## src/hdl/lsw_pkg.sv

```systemverilog
package lsw_pkg;

	localparam int W          = 64;
	localparam int DEG_W      = 8;
	localparam int POW_DEPTH  = 64;
	localparam int POW_AW     = $clog2(POW_DEPTH);
	localparam int DIV_DW     = 8;
	localparam int STEP_W     = 7;
	localparam logic [DEG_W-1:0]  MAX_DEGREE  = 8'd255;
	localparam logic [STEP_W-1:0] SMALL_STEPS = 7'd8;
	localparam logic [STEP_W-1:0] BIG_STEPS   = 7'd64;

	typedef enum logic [1:0] {
		MU_ZERO,
		MU_POS,
		MU_NEG
	} mu_t;

	// Mobius function for 1..63; squareful values fall to zero
	function automatic mu_t mu_of(input logic [POW_AW-1:0] k);
		mu_t m;
		case (k) inside
			6'd1, 6'd6, 6'd10, 6'd14, 6'd15, 6'd21, 6'd22, 6'd26, 6'd33, 6'd34,
			6'd35, 6'd38, 6'd39, 6'd46, 6'd51, 6'd55, 6'd57, 6'd58, 6'd62:
				m = MU_POS;
			6'd2, 6'd3, 6'd5, 6'd7, 6'd11, 6'd13, 6'd17, 6'd19, 6'd23, 6'd29,
			6'd30, 6'd31, 6'd37, 6'd41, 6'd42, 6'd43, 6'd47, 6'd53, 6'd59, 6'd61:
				m = MU_NEG;
			default:
				m = MU_ZERO;
		endcase
		return m;
	endfunction

	typedef struct packed {
		logic load;
		logic fail;
		logic set_one;
		logic pow_first;
		logic pow_write;
		logic mul_start;
		logic lvl_init;
		logic div_small;
		logic acc;
		logic d_inc;
		logic div_big;
		logic total_add;
		logic lvl_next;
		logic emit;
	} cmd_t;

	typedef struct packed {
		logic n_zero;
		logic deg_zero;
		logic n_one;
		logic pw_bad;
		logic d_last;
		logic mul_run;
		logic div_busy;
		logic rem_zero;
		logic acc_ovf;
		logic d_eq_i;
		logic i_last;
		logic out_free;
	} st_t;

endpackage

```

## src/hdl/lsw_ram.sv

```systemverilog
module lsw_ram #(
	parameter int WIDTH = 64,
	parameter int DEPTH = 64
) (
	input  logic                     clk,
	input  logic                     we,
	input  logic [$clog2(DEPTH)-1:0] waddr,
	input  logic [WIDTH-1:0]         wdata,
	input  logic [$clog2(DEPTH)-1:0] raddr,
	output logic [WIDTH-1:0]         rdata
);

	logic [WIDTH-1:0] mem_q [DEPTH];

	always_ff @(posedge clk) begin
		if (we) begin
			mem_q[waddr] <= wdata;
		end
		rdata <= mem_q[raddr];
	end

endmodule

```

## src/hdl/lsw_div.sv

```systemverilog
module lsw_div import lsw_pkg::*; (
	input  logic              clk,
	input  logic              arst_n,
	input  logic              start,
	input  logic [W-1:0]      dividend,
	input  logic [DIV_DW-1:0] divisor,
	input  logic [STEP_W-1:0] steps,
	output logic              busy,
	output logic [W-1:0]      quo,
	output logic [DIV_DW-1:0] rem
);

	logic [STEP_W-1:0] cnt_q;
	logic [W-1:0]      quo_q;
	logic [DIV_DW-1:0] rem_q;
	logic [DIV_DW-1:0] dvs_q;
	logic [DIV_DW:0]   rem_sh;
	logic              take;

	// restoring division, one quotient bit a cycle, MSB first
	assign rem_sh = {rem_q, quo_q[W-1]};
	assign take   = rem_sh >= {1'b0, dvs_q};

	always_ff @(posedge clk or negedge arst_n) begin
		if (!arst_n) begin
			cnt_q <= '0;
		end else if (start) begin
			cnt_q <= steps;
		end else if (cnt_q != '0) begin
			cnt_q <= cnt_q - 1'b1;
		end
	end

	always_ff @(posedge clk) begin
		if (start) begin
			quo_q <= dividend;
			rem_q <= '0;
			dvs_q <= divisor;
		end else if (cnt_q != '0) begin
			quo_q <= {quo_q[W-2:0], take};
			rem_q <= take ? DIV_DW'(rem_sh - {1'b0, dvs_q}) : rem_sh[DIV_DW-1:0];
		end
	end

	assign busy = cnt_q != '0;
	assign quo  = quo_q;
	assign rem  = rem_q;

endmodule

```

## src/hdl/lsw_dp.sv

```systemverilog
module lsw_dp import lsw_pkg::*; (
	input  logic             clk,
	input  logic             arst_n,
	input  cmd_t             cmd,
	output st_t              st,
	input  logic [W-1:0]     alphabet_size,
	input  logic [DEG_W-1:0] depth,
	output logic             out_valid,
	input  logic             out_stall,
	output logic [W-1:0]     length
);

	logic [W-1:0]     n_q;
	logic [DEG_W-1:0] deg_q;
	logic [DEG_W-1:0] i_q;
	logic [DEG_W-1:0] d_q;
	logic [W-1:0]     pw_q;
	logic             pw_ovf_q;
	logic [W-1:0]     part_q;
	logic [W-1:0]     total_q;
	logic [W-1:0]     length_q;
	logic             out_valid_q;

	// serial multiplier: pw * n, one bit of n a cycle
	logic             mul_run_q;
	logic [W-1:0]     mc_q;
	logic             mc_lost_q;
	logic [W-1:0]     mp_q;
	logic [W-1:0]     macc_q;
	logic             movf_q;
	logic [W:0]       msum;

	logic [W-1:0]      pw_rd;
	logic [W-1:0]      div_quo;
	logic [DIV_DW-1:0] div_rem;
	logic              div_busy;
	logic [W-1:0]      div_a;
	logic [DIV_DW-1:0] div_b;
	logic [STEP_W-1:0] div_n;
	logic              part_neg;
	logic [W-1:0]      part_mag;
	logic [W-1:0]      lvl_q;
	mu_t               mu;
	logic [W-1:0]      term;
	logic [W-1:0]      psum;

	assign msum = {1'b0, macc_q} + {1'b0, mc_q};

	lsw_ram #(.WIDTH(W), .DEPTH(POW_DEPTH)) u_pow (
		.clk   (clk),
		.we    (cmd.pow_write),
		.waddr (d_q[POW_AW-1:0]),
		.wdata (pw_q),
		.raddr (d_q[POW_AW-1:0]),
		.rdata (pw_rd)
	);

	assign part_neg = part_q[W-1];
	assign part_mag = part_neg ? W'(-part_q) : part_q;

	always_comb begin
		if (cmd.div_small) begin
			div_a = {i_q, {(W-DEG_W){1'b0}}};
			div_b = d_q;
			div_n = SMALL_STEPS;
		end else begin
			div_a = part_mag;
			div_b = i_q;
			div_n = BIG_STEPS;
		end
	end

	lsw_div u_div (
		.clk      (clk),
		.arst_n   (arst_n),
		.start    (cmd.div_small | cmd.div_big),
		.dividend (div_a),
		.divisor  (div_b),
		.steps    (div_n),
		.busy     (div_busy),
		.quo      (div_quo),
		.rem      (div_rem)
	);

	assign lvl_q = part_neg ? W'(-div_quo) : div_quo;

	// quotient i/d is at most 63 once powers have passed the range check
	assign mu = mu_of(div_quo[POW_AW-1:0]);

	always_comb begin
		case (mu)
			MU_POS:  term = pw_rd;
			MU_NEG:  term = W'(-pw_rd);
			default: term = '0;
		endcase
	end

	assign psum = part_q + term;

	always_ff @(posedge clk or negedge arst_n) begin
		if (!arst_n) begin
			mul_run_q   <= 1'b0;
			out_valid_q <= 1'b0;
		end else begin
			if (cmd.mul_start) begin
				mul_run_q <= 1'b1;
			end else if (mul_run_q && mp_q == '0) begin
				mul_run_q <= 1'b0;
			end
			if (cmd.emit) begin
				out_valid_q <= 1'b1;
			end else if (!out_stall) begin
				out_valid_q <= 1'b0;
			end
		end
	end

	always_ff @(posedge clk) begin
		if (cmd.load) begin
			n_q     <= alphabet_size;
			deg_q   <= (depth > MAX_DEGREE) ? MAX_DEGREE : depth;
			total_q <= '0;
		end
		if (cmd.pow_first) begin
			pw_q     <= n_q;
			pw_ovf_q <= 1'b0;
			d_q      <= DEG_W'(1);
		end
		if (cmd.mul_start) begin
			mc_q      <= pw_q;
			mc_lost_q <= 1'b0;
			mp_q      <= n_q;
			macc_q    <= '0;
			movf_q    <= 1'b0;
			d_q       <= d_q + 1'b1;
		end else if (mul_run_q) begin
			if (mp_q == '0) begin
				pw_q     <= macc_q;
				pw_ovf_q <= movf_q;
			end else begin
				if (mp_q[0]) begin
					macc_q <= msum[W-1:0];
					if (msum[W] || mc_lost_q) begin
						movf_q <= 1'b1;
					end
				end
				mc_lost_q <= mc_lost_q | mc_q[W-1];
				mc_q      <= {mc_q[W-2:0], 1'b0};
				mp_q      <= {1'b0, mp_q[W-1:1]};
			end
		end
		if (cmd.lvl_init) begin
			i_q    <= DEG_W'(1);
			d_q    <= DEG_W'(1);
			part_q <= '0;
		end
		if (cmd.acc) begin
			part_q <= psum;
		end
		if (cmd.d_inc) begin
			d_q <= d_q + 1'b1;
		end
		if (cmd.total_add) begin
			total_q <= total_q + lvl_q;
		end
		if (cmd.lvl_next) begin
			i_q    <= i_q + 1'b1;
			d_q    <= DEG_W'(1);
			part_q <= '0;
		end
		if (cmd.fail) begin
			total_q <= '0;
		end
		if (cmd.set_one) begin
			total_q <= W'(1);
		end
		if (cmd.emit) begin
			length_q <= total_q;
		end
	end

	always_comb begin
		st          = '0;
		st.n_zero   = n_q == '0;
		st.deg_zero = deg_q == '0;
		st.n_one    = n_q == W'(1);
		st.pw_bad   = pw_ovf_q | pw_q[W-1];
		st.d_last   = d_q == deg_q;
		st.mul_run  = mul_run_q;
		st.div_busy = div_busy;
		st.rem_zero = div_rem == '0;
		st.acc_ovf  = (part_q[W-1] == term[W-1]) && (psum[W-1] != part_q[W-1]);
		st.d_eq_i   = d_q == i_q;
		st.i_last   = i_q == deg_q;
		st.out_free = !out_valid_q || !out_stall;
	end

	assign out_valid = out_valid_q;
	assign length    = length_q;

endmodule

```

## config.mk

```make
export PLATFORM = sky130hd
export DESIGN_NAME = lsw_dp
export DESIGN_NICKNAME = d
export VERILOG_FILES = /design/src/hdl/lsw_pkg.sv /design/src/hdl/lsw_ram.sv /design/src/hdl/lsw_div.sv /design/src/hdl/lsw_dp.sv
export SDC_FILE = /design/constraint.sdc
export NUM_CORES = 2
export LEC_CHECK = 0
export BUFFER_PORTS_ARGS = -buffer_cell sky130_fd_sc_hd__buf_4
export CAP_MARGIN = 20
export CELL_PAD_IN_SITES_DETAIL_PLACEMENT = 1
export CELL_PAD_IN_SITES_GLOBAL_PLACEMENT = 1
export CORE_MARGIN = 4
export CORE_UTILIZATION = 41
export DETAILED_ROUTE_END_ITERATION = 16
export GPL_ROUTABILITY_DRIVEN = 0
export PLACE_DENSITY_LB_ADDON = 0.25
export SYNTH_ARGS = -nofsm -noshare
export SYNTH_HDL_FRONTEND = slang
export SYNTH_HIERARCHICAL = 1
export SYNTH_SLANG_ARGS = --single-unit
```

## constraint.sdc

```tcl
create_clock -name clk -period 5.41 [get_ports clk]
set_input_delay 0.2705 -clock clk [delete_from_list [all_inputs] [get_ports clk]]
set_output_delay 0.2705 -clock clk [all_outputs]
set_load 0.01 [all_outputs]
```

==> results.toml <==
[status]
status = "finished, violations left"
violations = "setup timing"

[global_route]
grt_pass1_wl_mm = 866.1
grt_overflow_total = 0
grt_pass1_vias = 117800
grt_usage_pct = 24.27
antenna_found_initial = 45
grt_max_degree = 100

[floorplan]
die_w_um = 700.5
core_area_um2 = 478300
dieArea_um2 = 490700
initial_core_util_pct = 41.11
die_h_um = 700.5
io_pins = 166
rows = 254

[timing]
rsz0062_at_grt = "yes"
drv_slew = 0
final.min_clock_period_ns = 6.253
final-hold-violation-count = 0
finalSetupViolCount = 1
setup_tns_ns = -0.8432
worst_clock_skew_ns = 0.05699
period_share_pct = 115.6
max_freq_mhz = 159.9
worst_pin_slew_ns = 1.325
whs_ns = 0.1054
fin_ws_ns = -0.8432
relSlewSlack_pct = 11.50

[setup_path]
reg2regPathDepth = 18
startpoint_type = "register"
critical_path_class = "reg -> out"
r2r_slack_ns = 0.06
crit_path_cell_trace = "or3_4, or3_4, or2_4, nor3_4, and2_4, nand2_4, or4_4, or3_4, o21ai_2, a21o_1, ha_4, a21o_1, a21o_1, buf_6, nor4_4, a21oi_4, a2111oi_4, a211oi_4, o21ai_4, buf_6"
end_kind = "output pin"
arrival_ns = 5.98
cp-endpoint = "st[3]"
slowest_stage = "or4_4"
r2r_end = "total_q[59]"
critical_path.startpoint = "u_pow/rdata[13]"
cp_max_fo = 4
r2r-start = "u_div/quo[24]"
critical_path_required_ns = 5.14
max_stage_delay_ns = 0.46

[synthesis]
ys_ff_latch = 4788
synth-main-ff-cell = "edfxtp_1"
ys.warnings.count = 6
ys_types = 96
syn_inst = 10990
synthArstFlopShare_pct = 0.1880
synth_enable_flop_cells = 4440
syn_area_um2 = 196600
avgSynthCellArea_um2 = 17.89
yosysSeqAreaShare_pct = 71.37

[detailed_routing]
drc = 0
drtIter0Drc = 12480
wl_mm = 603.1
dr_wl_met3_mm = 46.20
avgViaCountPerCell = 5.982
ant_nets = 0
vias = 112700
wl_met1_mm = 244.2
top_layer_used = "met5"
wl_per_cell_um = 32.00
wl_met2_mm = 293.3
drtPass1Iterations = 5

[job]
cap_violations = 0

[placement]
place_area_um2 = 210700
dp.cells = 17670
portBuffers = 165
pre_cts_ws_ns = -0.7164
hpwl_mm = 363.9

[power_and_ir_drop]
leakagePower_nw = 76.51
powerDensity_nw_per_um2 = 384.9
vdd_drop_max_uv = 352.2
power.total_mw = 88.58

[hold_path]
whs_path_depth = 4
min_path_type = "in -> reg"

[finish]
fillers = 44600
drive_above_1_share_pct = 25.89
multi_input_area_um2 = 54370
final_cells = 18850
utilization_pct = 48.11
area_growth_pct = 17.03
register_area_um2 = 140500
fin_area_um2 = 230100
nets = 12290

[cts]
cts_buffer_depth = 4
root_buffer = "clkbuf_16"
clk_pin_slew_ns = 0.06
clkSinkCount = 4788
clkLatencyLatePin_ns = 1.06
cts_tree = "done"
cts-buffers-inserted = 522
h-tree-depth = 6
[registers in the layout (all words and copies together) (netlist names)]
name         count
d_q              8
deg_q            8
i_q              8
length          64
macc_q          64
mc_lost_q        1
mc_q            64
movf_q           1
mp_q            64
mul_run_q        1
n_q             64
out_valid        1
part_q          64
pw_ovf_q         1
pw_q            64
total_q         64
u_div/cnt_q      7
u_div/dvs_q      8
u_div/quo       64
u_div/rem        8
u_pow/mem_q   4096
u_pow/rdata     64
[synth_stat cells (172+ instances only)]
cell type	instances	area share, %
mux2i_1	206	1.0
ha_1	208	1.3
o21ai_0	317	0.81
xnor2_1	196	0.87
mux4_2	1024	12
buf_2	172	0.44
mux2_2	201	1.2
clkbuf_1	360	0.69
edfxtp_1	4440	68
dfxtp_1	339	3.5
nor2_1	498	0.95
nand2_1	437	0.83
a21oi_1	410	1.0
[critical path: cells and delay by family, from the launching register on]
kind,cells,cell delay (ns)
adders and majority gates,1,0.22
buffers and inverters,2,0.26
AOI/OAI and AO/OA,8,1.64
DFF,1,0.31
and+or+nand+nor,9,2.53
[layout make-up]
type,count,area share (%)
sequential,4788,61.04
multi-input combinational,5491,23.63
clock buffer,663,6.094
timing repair buffer,1076,4.360
tap,6400,3.480
clock inverter,283,1.186
inverter,108,0.1762
antenna,37,0.04024
[report_power, final]
part | switching [mW] | internal [mW]
combinational | 6.38 | 4.16
clock | 15.0 | 20.0
sequential | 0.975 | 42.1
total | 22.3 | 66.3
[worst min-delay path by stage]
stage	from	end	slack (ns)
6_report	cmd[10]	d_q[2]	0.11
2_1_floorplan	arst_n	mul_run_q	-0.03
5_1_grt	cmd[9]	u_pow/mem_q[59][56]	0.08
3_5_place_dp	arst_n	out_valid	0.26
4_1_cts	cmd[9]	u_pow/mem_q[59][46]	0.01
3_3_place_gp	arst_n	out_valid	0.26
[cell usage in the layout, fill, tap and decap left out, drive strengths merged, types with 201 or more instances in the layout]
master / Yosys / routed
mux4: 1024 / 1024
clkbuf: 360 / 664
clkinv: 2 / 218
mux2i: 206 / 206
dfxtp: 339 / 339
a21oi: 412 / 412
o21ai: 323 / 323
nand2: 438 / 438
mux2: 201 / 201
edfxtp: 4440 / 4440
nor2: 499 / 499
buf: 250 / 909
ha: 208 / 208
[layer usage]
layer  track usage [%]  up-vias
li1                  -    46760
met1             33.20    60170
met2             40.03     4814
met3             3.897      991
met4             7.584       12
met5                 0        -
[repair_timing]
item / 4_1_cts / 5_1_grt
hold endpoints to repair: 270 / 0
endpoints found under the setup margin: 15 / 43
setup buffers: 11 / 12
hold buffers: 167 / 0
pin swaps: 33 / 39
cloned: 0 / 0
resized for setup: 78 / 58
[kinds of logic after synthesis]
logic type | after synthesis | share of synthesized area [%]
AOI/OAI and AO/OA | 1726 | 5.784
xor gates and xnor gates | 346 | 1.545
adders and majority gates | 212 | 1.364
buffers and inverters | 718 | 1.579
DFF | 4788 | 71.37
muxes | 1431 | 13.93
other | 1 | 0.001907
and+or+nand+nor | 1771 | 4.424
No activity file was read; power rests on OpenSTA's default activity.
