## src/hdl/lsw_pkg.sv

```systemverilog
package lsw_pkg;

	localparam int W          = 64;
	localparam int DEG_W      = 8;
	localparam int POW_DEPTH  = 64;
	localparam int POW_AW     = $clog2(POW_DEPTH);
	localparam int DIV_DW     = 8;
	localparam int STEP_W     = 7;
	localparam logic [DEG_W-1:0]  MAX_DEGREE  = 8'd255;
	localparam logic [STEP_W-1:0] SMALL_STEPS = 7'd8;
	localparam logic [STEP_W-1:0] BIG_STEPS   = 7'd64;

	typedef enum logic [1:0] {
		MU_ZERO,
		MU_POS,
		MU_NEG
	} mu_t;

	// Mobius function for 1..63; squareful values fall to zero
	function automatic mu_t mu_of(input logic [POW_AW-1:0] k);
		mu_t m;
		case (k) inside
			6'd1, 6'd6, 6'd10, 6'd14, 6'd15, 6'd21, 6'd22, 6'd26, 6'd33, 6'd34,
			6'd35, 6'd38, 6'd39, 6'd46, 6'd51, 6'd55, 6'd57, 6'd58, 6'd62:
				m = MU_POS;
			6'd2, 6'd3, 6'd5, 6'd7, 6'd11, 6'd13, 6'd17, 6'd19, 6'd23, 6'd29,
			6'd30, 6'd31, 6'd37, 6'd41, 6'd42, 6'd43, 6'd47, 6'd53, 6'd59, 6'd61:
				m = MU_NEG;
			default:
				m = MU_ZERO;
		endcase
		return m;
	endfunction

	typedef struct packed {
		logic load;
		logic fail;
		logic set_one;
		logic pow_first;
		logic pow_write;
		logic mul_start;
		logic lvl_init;
		logic div_small;
		logic acc;
		logic d_inc;
		logic div_big;
		logic total_add;
		logic lvl_next;
		logic emit;
	} cmd_t;

	typedef struct packed {
		logic n_zero;
		logic deg_zero;
		logic n_one;
		logic pw_bad;
		logic d_last;
		logic mul_run;
		logic div_busy;
		logic rem_zero;
		logic acc_ovf;
		logic d_eq_i;
		logic i_last;
		logic out_free;
	} st_t;

endpackage

```

## src/hdl/lsw_ctrl.sv

```systemverilog
module lsw_ctrl import lsw_pkg::*; (
	input  logic clk,
	input  logic arst_n,
	input  logic in_valid,
	output logic in_stall,
	input  st_t  st,
	output cmd_t cmd
);

	typedef enum logic [3:0] {
		S_IDLE,
		S_CHECK,
		S_PWCHK,
		S_MUL,
		S_DIV,
		S_DIVW,
		S_ACC,
		S_NEXT,
		S_LDIV,
		S_OUT
	} state_t;

	state_t state_q;
	state_t state_d;

	always_comb begin
		cmd     = '0;
		state_d = state_q;
		case (state_q)
			S_IDLE: begin
				if (in_valid) begin
					cmd.load = 1'b1;
					state_d  = S_CHECK;
				end
			end
			S_CHECK: begin
				if (st.n_zero || st.deg_zero) begin
					cmd.fail = 1'b1;
					state_d  = S_OUT;
				end else if (st.n_one) begin
					// every level but the first sums to zero
					cmd.set_one = 1'b1;
					state_d     = S_OUT;
				end else begin
					cmd.pow_first = 1'b1;
					state_d       = S_PWCHK;
				end
			end
			S_PWCHK: begin
				if (st.pw_bad) begin
					cmd.fail = 1'b1;
					state_d  = S_OUT;
				end else begin
					cmd.pow_write = 1'b1;
					if (st.d_last) begin
						cmd.lvl_init = 1'b1;
						state_d      = S_DIV;
					end else begin
						cmd.mul_start = 1'b1;
						state_d       = S_MUL;
					end
				end
			end
			S_MUL: begin
				if (!st.mul_run) begin
					state_d = S_PWCHK;
				end
			end
			S_DIV: begin
				cmd.div_small = 1'b1;
				state_d       = S_DIVW;
			end
			S_DIVW: begin
				if (!st.div_busy) begin
					state_d = st.rem_zero ? S_ACC : S_NEXT;
				end
			end
			S_ACC: begin
				if (st.acc_ovf) begin
					cmd.fail = 1'b1;
					state_d  = S_OUT;
				end else begin
					cmd.acc = 1'b1;
					state_d = S_NEXT;
				end
			end
			S_NEXT: begin
				if (st.d_eq_i) begin
					cmd.div_big = 1'b1;
					state_d     = S_LDIV;
				end else begin
					cmd.d_inc = 1'b1;
					state_d   = S_DIV;
				end
			end
			S_LDIV: begin
				if (!st.div_busy) begin
					cmd.total_add = 1'b1;
					if (st.i_last) begin
						state_d = S_OUT;
					end else begin
						cmd.lvl_next = 1'b1;
						state_d      = S_DIV;
					end
				end
			end
			S_OUT: begin
				if (st.out_free) begin
					cmd.emit = 1'b1;
					state_d  = S_IDLE;
				end
			end
			default: begin
				state_d = S_IDLE;
			end
		endcase
	end

	always_ff @(posedge clk or negedge arst_n) begin
		if (!arst_n) begin
			state_q <= S_IDLE;
		end else begin
			state_q <= state_d;
		end
	end

	assign in_stall = state_q != S_IDLE;

	a_idle_quiet: assert property (@(posedge clk) disable iff (!arst_n)
		state_q == S_IDLE |-> !st.mul_run && !st.div_busy)
		else $error("arithmetic unit busy while idle");

	a_acc_after_div: assert property (@(posedge clk) disable iff (!arst_n)
		cmd.acc |-> !st.div_busy && $past(state_q) == S_DIVW)
		else $error("term added before divisor test finished");

	a_mul_owned: assert property (@(posedge clk) disable iff (!arst_n)
		st.mul_run |-> state_q == S_MUL)
		else $error("multiplier running outside power phase");

	a_emit_once: assert property (@(posedge clk) disable iff (!arst_n)
		cmd.emit |=> state_q == S_IDLE && !cmd.emit)
		else $error("result emitted twice");

endmodule

```

## config.mk

```make
export PLATFORM = sky130hd
export DESIGN_NAME = lsw_ctrl
export DESIGN_NICKNAME = d
export VERILOG_FILES = /design/src/hdl/lsw_pkg.sv /design/src/hdl/lsw_ctrl.sv
export SDC_FILE = /design/constraint.sdc
export NUM_CORES = 1
export LEC_CHECK = 0
export BUFFER_PORTS_ARGS = -buffer_cell sky130_fd_sc_hd__buf_2
export CAP_MARGIN = 20
export CORE_AREA = 4 4 43 45
export DETAILED_ROUTE_END_ITERATION = 12
export DIE_AREA = 0 0 47 49
export PLACE_DENSITY = 0.67
export SYNTH_ARGS = -nofsm -noshare
export SYNTH_HDL_FRONTEND = slang
export SYNTH_SLANG_ARGS = --single-unit
```

## constraint.sdc

```tcl
create_clock -name clk -period 4.7 [get_ports clk]
set_input_delay 0.94 -clock clk [delete_from_list [all_inputs] [get_ports clk]]
set_output_delay 0.94 -clock clk [all_outputs]
set_load 0.05 [all_outputs]
```

==> results_dict.tcl, run 1 <==
set metrics [dict create \
    outcome "completed" \
    core-area_sq_um 1470 \
    irDropWorstVdd_mv 0.468 \
    largest_reg_flops 4 \
    initial_core_util_pct 38.3 \
    first_iter_violations 10 \
    regMostFlops "state_q" \
    vias 662 \
    antennaDiodeCount 0 \
    htreeDepth 1 \
    grt_max_degree 18 \
    hold_violations 0 \
    fmax_ghz 0.347 \
    leakage_nw 0.370 \
    synth_area_leader_cell "dfrtp_1" \
    arrival_ps 1940 \
    hold_class "in2async" \
    nFillCells 155 \
    drc_errors 0 \
    tightestPinTransition_ps 501 \
    antenna_found_initial 0 \
    synth_top_area_share_pct 17.8 \
    cp.required_ps 3760 \
    setup.worst_path.end_class "output port" \
    finClkSkew_ps 2.86 \
    postCtsSetupBuffers 0 \
    syn_inst 77 \
    avgSynthCellArea_sq_um 7.31 \
    synth_seq_area_share_pct 17.8 \
    firstDrtPassIters 4 \
    die_x_microns 47 \
    netlist_area_sq_um 563 \
    syn_nets 92 \
    io_buffers 29 \
    antenna_left 0 \
    row_count 14 \
    cts-resized-gates 0 \
    finalPower_w 0.000440 \
    clock_latency_ps 240 \
    setup_viol 0 \
    io_pins 30 \
    start_kind "flop" \
    ys_warn_count 0 \
    clk_path_buf_depth 2 \
    viasPerCell 5.47 \
    grt_pass1_wl_mm 2.52 \
    r2r_start "state_q[1]$_DFFE_PN0P_" \
    final_common_cell "buf_2" \
    cts_tree "built" \
    finalCriticalPeriod_ps 2880 \
    die_h_microns 49 \
    rsz0062_at_grt "false" \
    synth_area_leaders "dfrtp_1 (18%), nor3_1 (8.9%), nor2_1 (6.0%), o22ai_2 (4.4%), mux2_2 (4.0%)" \
    area_growth_pct 29.3 \
    ctsHoldBuffers 0 \
    cts_buffers 3 \
    slew_headroom_pct 66.6 \
    wire_per_inst_microns 12.6 \
    drv_slew 0 \
    clock_sinks 4 \
    cts_root_buf "clkbuf_4" \
    grt_remaining_overflow 0 \
    final_util_pct 49.5 \
    cts.clk_slew.worst_paths_ps 40 \
    synth.distinct_cells 34 \
    wl_mm 1.52 \
    place_ws_ps 1840 \
    grt_pass1_vias 569 \
    finalSetupTns_ps 0 \
    grt_use_total_pct 14.4 \
    mostFrequentLayoutCells "buf_2 (29), nor3_1 (10), nor2_1 (9), nand2_1 (6), inv_1 (5)" \
    maxCapViolations 0 \
    dp_hpwl_mm 1.19 \
    nets 122 \
    ys_ff_latch 4 \
    period_share_pct 61.4 \
    startpoint "state_q[1]$_DFFE_PN0P_" \
    drive_gt1_share_pct 39.0 \
    globalplace.congestion 0.776 \
    fin_ws_ps 1820 \
    path_max_fanout 17 \
    crit_type "reg2out" \
    power_density_nw_per_um2 604 \
    reg_top3 "state_q x4" \
    die_area_sq_um 2300 \
]
cells in the mapped netlist:
cell type / instances
a211oi_1: 1
nand2b_1: 2
o21ai_1: 2
nor2_1: 9
a311o_1: 1
inv_1: 5
and3_1: 2
nor2b_1: 1
buf_4: 1
o22ai_2: 2
xor2_1: 1
and4bb_2: 1
nor3_1: 10
o2111ai_1: 1
dfrtp_1: 4
nand2_1: 6
nor4_1: 1
a2bb2oi_1: 2
mux2i_1: 1
or2_2: 1
nand3b_1: 3
or4b_1: 1
nand3_1: 1
mux2_2: 2
o21ai_0: 3
o21bai_1: 1
a21oi_1: 3
and3b_1: 1
or4_4: 1
buf_2: 3
and2b_2: 1
nor3b_1: 1
or2b_1: 1
o221a_4: 1
critical path: stages, from the launching register on:
cell      delay, ps
dfrtp_1         650
nand2b_1        220
or4_4           530
inv_1            60
buf_2           250
logic make-up (layout without fill, tap and decap cells):
group	after synthesis	count (layout)	share of synthesized area (%)
simple gates	43	43	43.3
compound gates	17	17	24.2
buf+inv	9	37	7.33
flops	4	4	17.8
mux	3	3	5.78
xor+xnor	1	1	1.56
area by class of cell:
class	instances	area (sq um)	share of cell area [%]
multi-input combinational	64	422	57.9
timing repair buffer	29	145	19.9
sequential	4	100	13.7
clock buffer	3	22.5	3.09
tap	16	20.0	2.75
inverter	5	18.8	2.58
per-stage QoR:
step	std cells	hold slack, ps	area [sq um]
after detailed placement	118	746	706
after floorplan	77	644	563
final	121	495	728
after global routing	121	488	728
after global placement	118	746	706
after CTS	121	489	728
path summary, 6_finish.rpt:
check / to / slack (ps) / cells after the start
max in group asynchronous: state_q[0]$_DFFE_PN0P_ / 4090 / 1
max reg2reg: state_q[1]$_DFFE_PN0P_ / 2920 / 4
min in group clk: state_q[0]$_DFFE_PN0P_ / 830 / 2
max: cmd[8] / 1820 / 4
min reg2reg: state_q[0]$_DFFE_PN0P_ / 830 / 2
min: state_q[2]$_DFFE_PN0P_ / 490 / 1
per-layer routing:
layer	part of all wire [%]	vias up	wire, microns	GRT usage (%)
li1	-	339	-	-
met1	49	295	745	22.5
met2	42	25	635	19.2
met3	7.8	3	119	1.11
met4	1.4	0	21	6.91
met5	0	-	0	0
power by group:
part           total [W]  internal [W]  leakage (nW)  switching (W)
Combinational   0.000299      0.000114         0.304       0.000186
Clock          0.0000434     0.0000286        0.0138      0.0000148
Sequential     0.0000971     0.0000479        0.0522      0.0000491
Total           0.000440      0.000190         0.370       0.000250
(Power assumes the default switching activity.)
==> inputs of run 2 (changes only) <==
- ABC_AREA: default -> 1
- CORE_AREA: 4 4 43 45 -> 4 4 45 47
- DIE_AREA: 0 0 47 49 -> 0 0 49 51
- PLACE_DENSITY: 0.67 -> 0.68
- clock period: 4.7 -> 2.55 ns (I/O delays scaled with it)
==> run 2 against run 1 <==
Against the previous run:
- count of clock-buffer cells in the layout unchanged
- via count up 21%
- first-iteration DRC count grew 10%
- combinational power rose by 120%
- area after synthesis up 11%
- critical endpoint is now cmd[12]
- design area is 11% higher
- critical path type unchanged
- sequential power increased by 70%
- sequential share of layout area is 1.4 points lower
- global-route usage shrank 0.85 points
- register-to-register slack worse by 1800 ps
- non-clock buffer count unchanged
- largest cell class unchanged
==> results_dict.tcl, run 2 <==
set metrics [dict create \
    vias 800 \
    initial_core_util_pct 37.7 \
    clock_latency_ps 230 \
    die_area_sq_um 2500 \
    tightestPinTransition_ps 342 \
    r2r_cells 8 \
    synth_common_cells "nand2_1 (35), inv_1 (24), nor2_1 (19)" \
    cp.required_ps 2040 \
    cts_root_buf "clkbuf_4" \
    syn_nets 133 \
    antenna_left 0 \
    ys_warn_count 0 \
    antennaDiodeCount 0 \
    ctsHoldBuffers 0 \
    grt_pass1_vias 692 \
    synth_seq_area_share_pct 16.1 \
    viasPerCell 4.82 \
    start_kind "flop" \
    synth_edf_count 0 \
    nets 166 \
    area_growth_pct 30.1 \
    avgSynthCellArea_sq_um 5.28 \
    drc_errors 0 \
    clk_path_buf_depth 2 \
    die_h_microns 51 \
    postCtsSetupBuffers 0 \
    ys_ff_latch 4 \
    yosysMostFrequentCell "nand2_1" \
    fmax_ghz 0.480 \
    r2r_end "state_q[2]$_DFFE_PN0P_" \
    startpoint "state_q[3]$_DFFE_PN0P_" \
    maxCapViolations 0 \
    dp_hpwl_mm 1.36 \
    drv_slew 0 \
    hold_class "in2async" \
    grt_pass1_wl_mm 2.85 \
    outcome "completed" \
    syn_inst 118 \
    final-seq-area_sq_um 100 \
    setup.worst_path.end_class "output port" \
    drive_gt1_share_pct 32.2 \
    final_util_pct 49.1 \
    regMostFlops "state_q" \
    htreeDepth 1 \
    final_common_cell "nand2_1" \
    core-area_sq_um 1650 \
    endpoint "cmd[12]" \
    clock_sinks 4 \
    arrival_ps 1570 \
    grt_use_total_pct 13.6 \
    grt_remaining_overflow 0 \
    synth_area_leader_cell "nand2_1" \
    cts_buffers 3 \
    cts-resized-gates 0 \
    multi_input_area_sq_um 413 \
    slew_headroom_pct 77.2 \
    synth_top_area_share_pct 21.1 \
    irDropWorstVdd_mv 0.845 \
    leakage_nw 0.578 \
    setup_viol 0 \
    finalCriticalPeriod_ps 2080 \
    firstDrtPassIters 4 \
    synth.distinct_cells 15 \
    wl_mm 1.59 \
    mostFrequentLayoutCells "nand2_1 (35), buf_2 (29), inv_1 (24), nor2_1 (19), nand3_1 (15)" \
    io_buffers 29 \
    netlist_area_sq_um 623 \
    crit_type "reg2out" \
    cts_tree "built" \
    r2r_start "state_q[1]$_DFFE_PN0P_" \
    first_iter_violations 11 \
    synth_area_leaders "nand2_1 (21%), dfrtp_1 (16%), inv_1 (14%), nor2_4 (13%), nand3_1 (12%)" \
    row_count 15 \
    largest_reg_flops 4 \
    die_x_microns 49 \
    wire_per_inst_microns 9.55 \
    async_flop_share_pct 100 \
    period_share_pct 81.6 \
    antenna_found_initial 0 \
    grt_max_degree 10 \
    io_pins 30 \
    finalSetupTns_ps 0 \
    cts.clk_slew.worst_paths_ps 30 \
    nFillCells 182 \
    reg_top3 "state_q x4" \
    power_density_nw_per_um2 1110 \
    ff2ff_setup_slack_ps 1160 \
    path_max_fanout 9 \
    finClkSkew_ps 0.409 \
    rsz0062_at_grt "false" \
    ys_dominant_reg_cell "dfrtp_1" \
    hold_violations 0 \
    globalplace.congestion 0.836 \
]
## run 2: changes by cell type in the layout (fill, tap and decap cells not counted), sizes merged, moves of 3 or more
| cell | change |
|---|---|
| o21ai | -4 |
| nand3 | +14 |
| a21oi | -3 |
| nand2 | +31 |
| nor2 | +19 |
| inv | +23 |
| nor3 | -9 |
| nand3b | -3 |
## run 2: per-stage QoR
stage          std cells  total power, W  setup slack (ps)  hold WS, ps  area (sq um)
3_3_place_gp         163        0.000817               732          313           788
6_report             166        0.000901               468         71.2           811
2_1_floorplan        118        0.000693               192          214           629
3_5_place_dp         163        0.000824               723          314           788
5_1_grt              166        0.000993               352         70.1           811
4_1_cts              166        0.000905               472         68.7           811
## run 2: kinds of logic after synthesis
kind of cell	share of synthesized area [%]
flops	16.1
compound gates	2.21
buf+inv	18.7
simple gates	63.1
## run 2: worst min-delay path by stage
stage	end	depth (start not counted)
floorplan	state_q[0]$_DFFE_PN0P_	0
global placement	state_q[2]$_DFFE_PN0P_	1
detailed placement	state_q[0]$_DFFE_PN0P_	1
CTS	state_q[0]$_DFFE_PN0P_	1
global route	state_q[3]$_DFFE_PN0P_	1
finish	state_q[0]$_DFFE_PN0P_	1
## run 2: per-layer routing
layer / track usage [%] / wire length, microns / vias up / share of wire, %
met5: 0 / 0 / - / 0
met4: 2.69 / 17 / 0 / 1.1
met3: 0.875 / 44 / 2 / 2.8
met2: 24.1 / 809 / 19 / 51
met1: 18.0 / 713 / 362 / 45
li1: - / - / 417 / -
## run 2: area by class of cell
type                       instances  share of cell area [%]
clock buffer                       3                    2.78
tap                               17                    2.62
inverter                          29                    13.4
timing repair buffer              29                    17.9
sequential                         4                    12.3
multi-input combinational         84                    50.9
## run 2: critical path, stage by stage, from the launching register on
cell      delay, ps
dfrtp_1         460
nor2_4          270
nand2_1         130
o221ai_1        180
buf_2           290
## run 2: power breakdown
| part | switching [W] | internal (W) | total, W | leakage, nW |
|---|---|---|---|---|
| Clock | 0.0000235 | 0.0000525 | 0.0000760 | 0.0138 |
| Combinational | 0.000471 | 0.000189 | 0.000660 | 0.513 |
| Sequential | 0.0000728 | 0.0000925 | 0.000165 | 0.0515 |
| Total | 0.000567 | 0.000334 | 0.000901 | 0.578 |
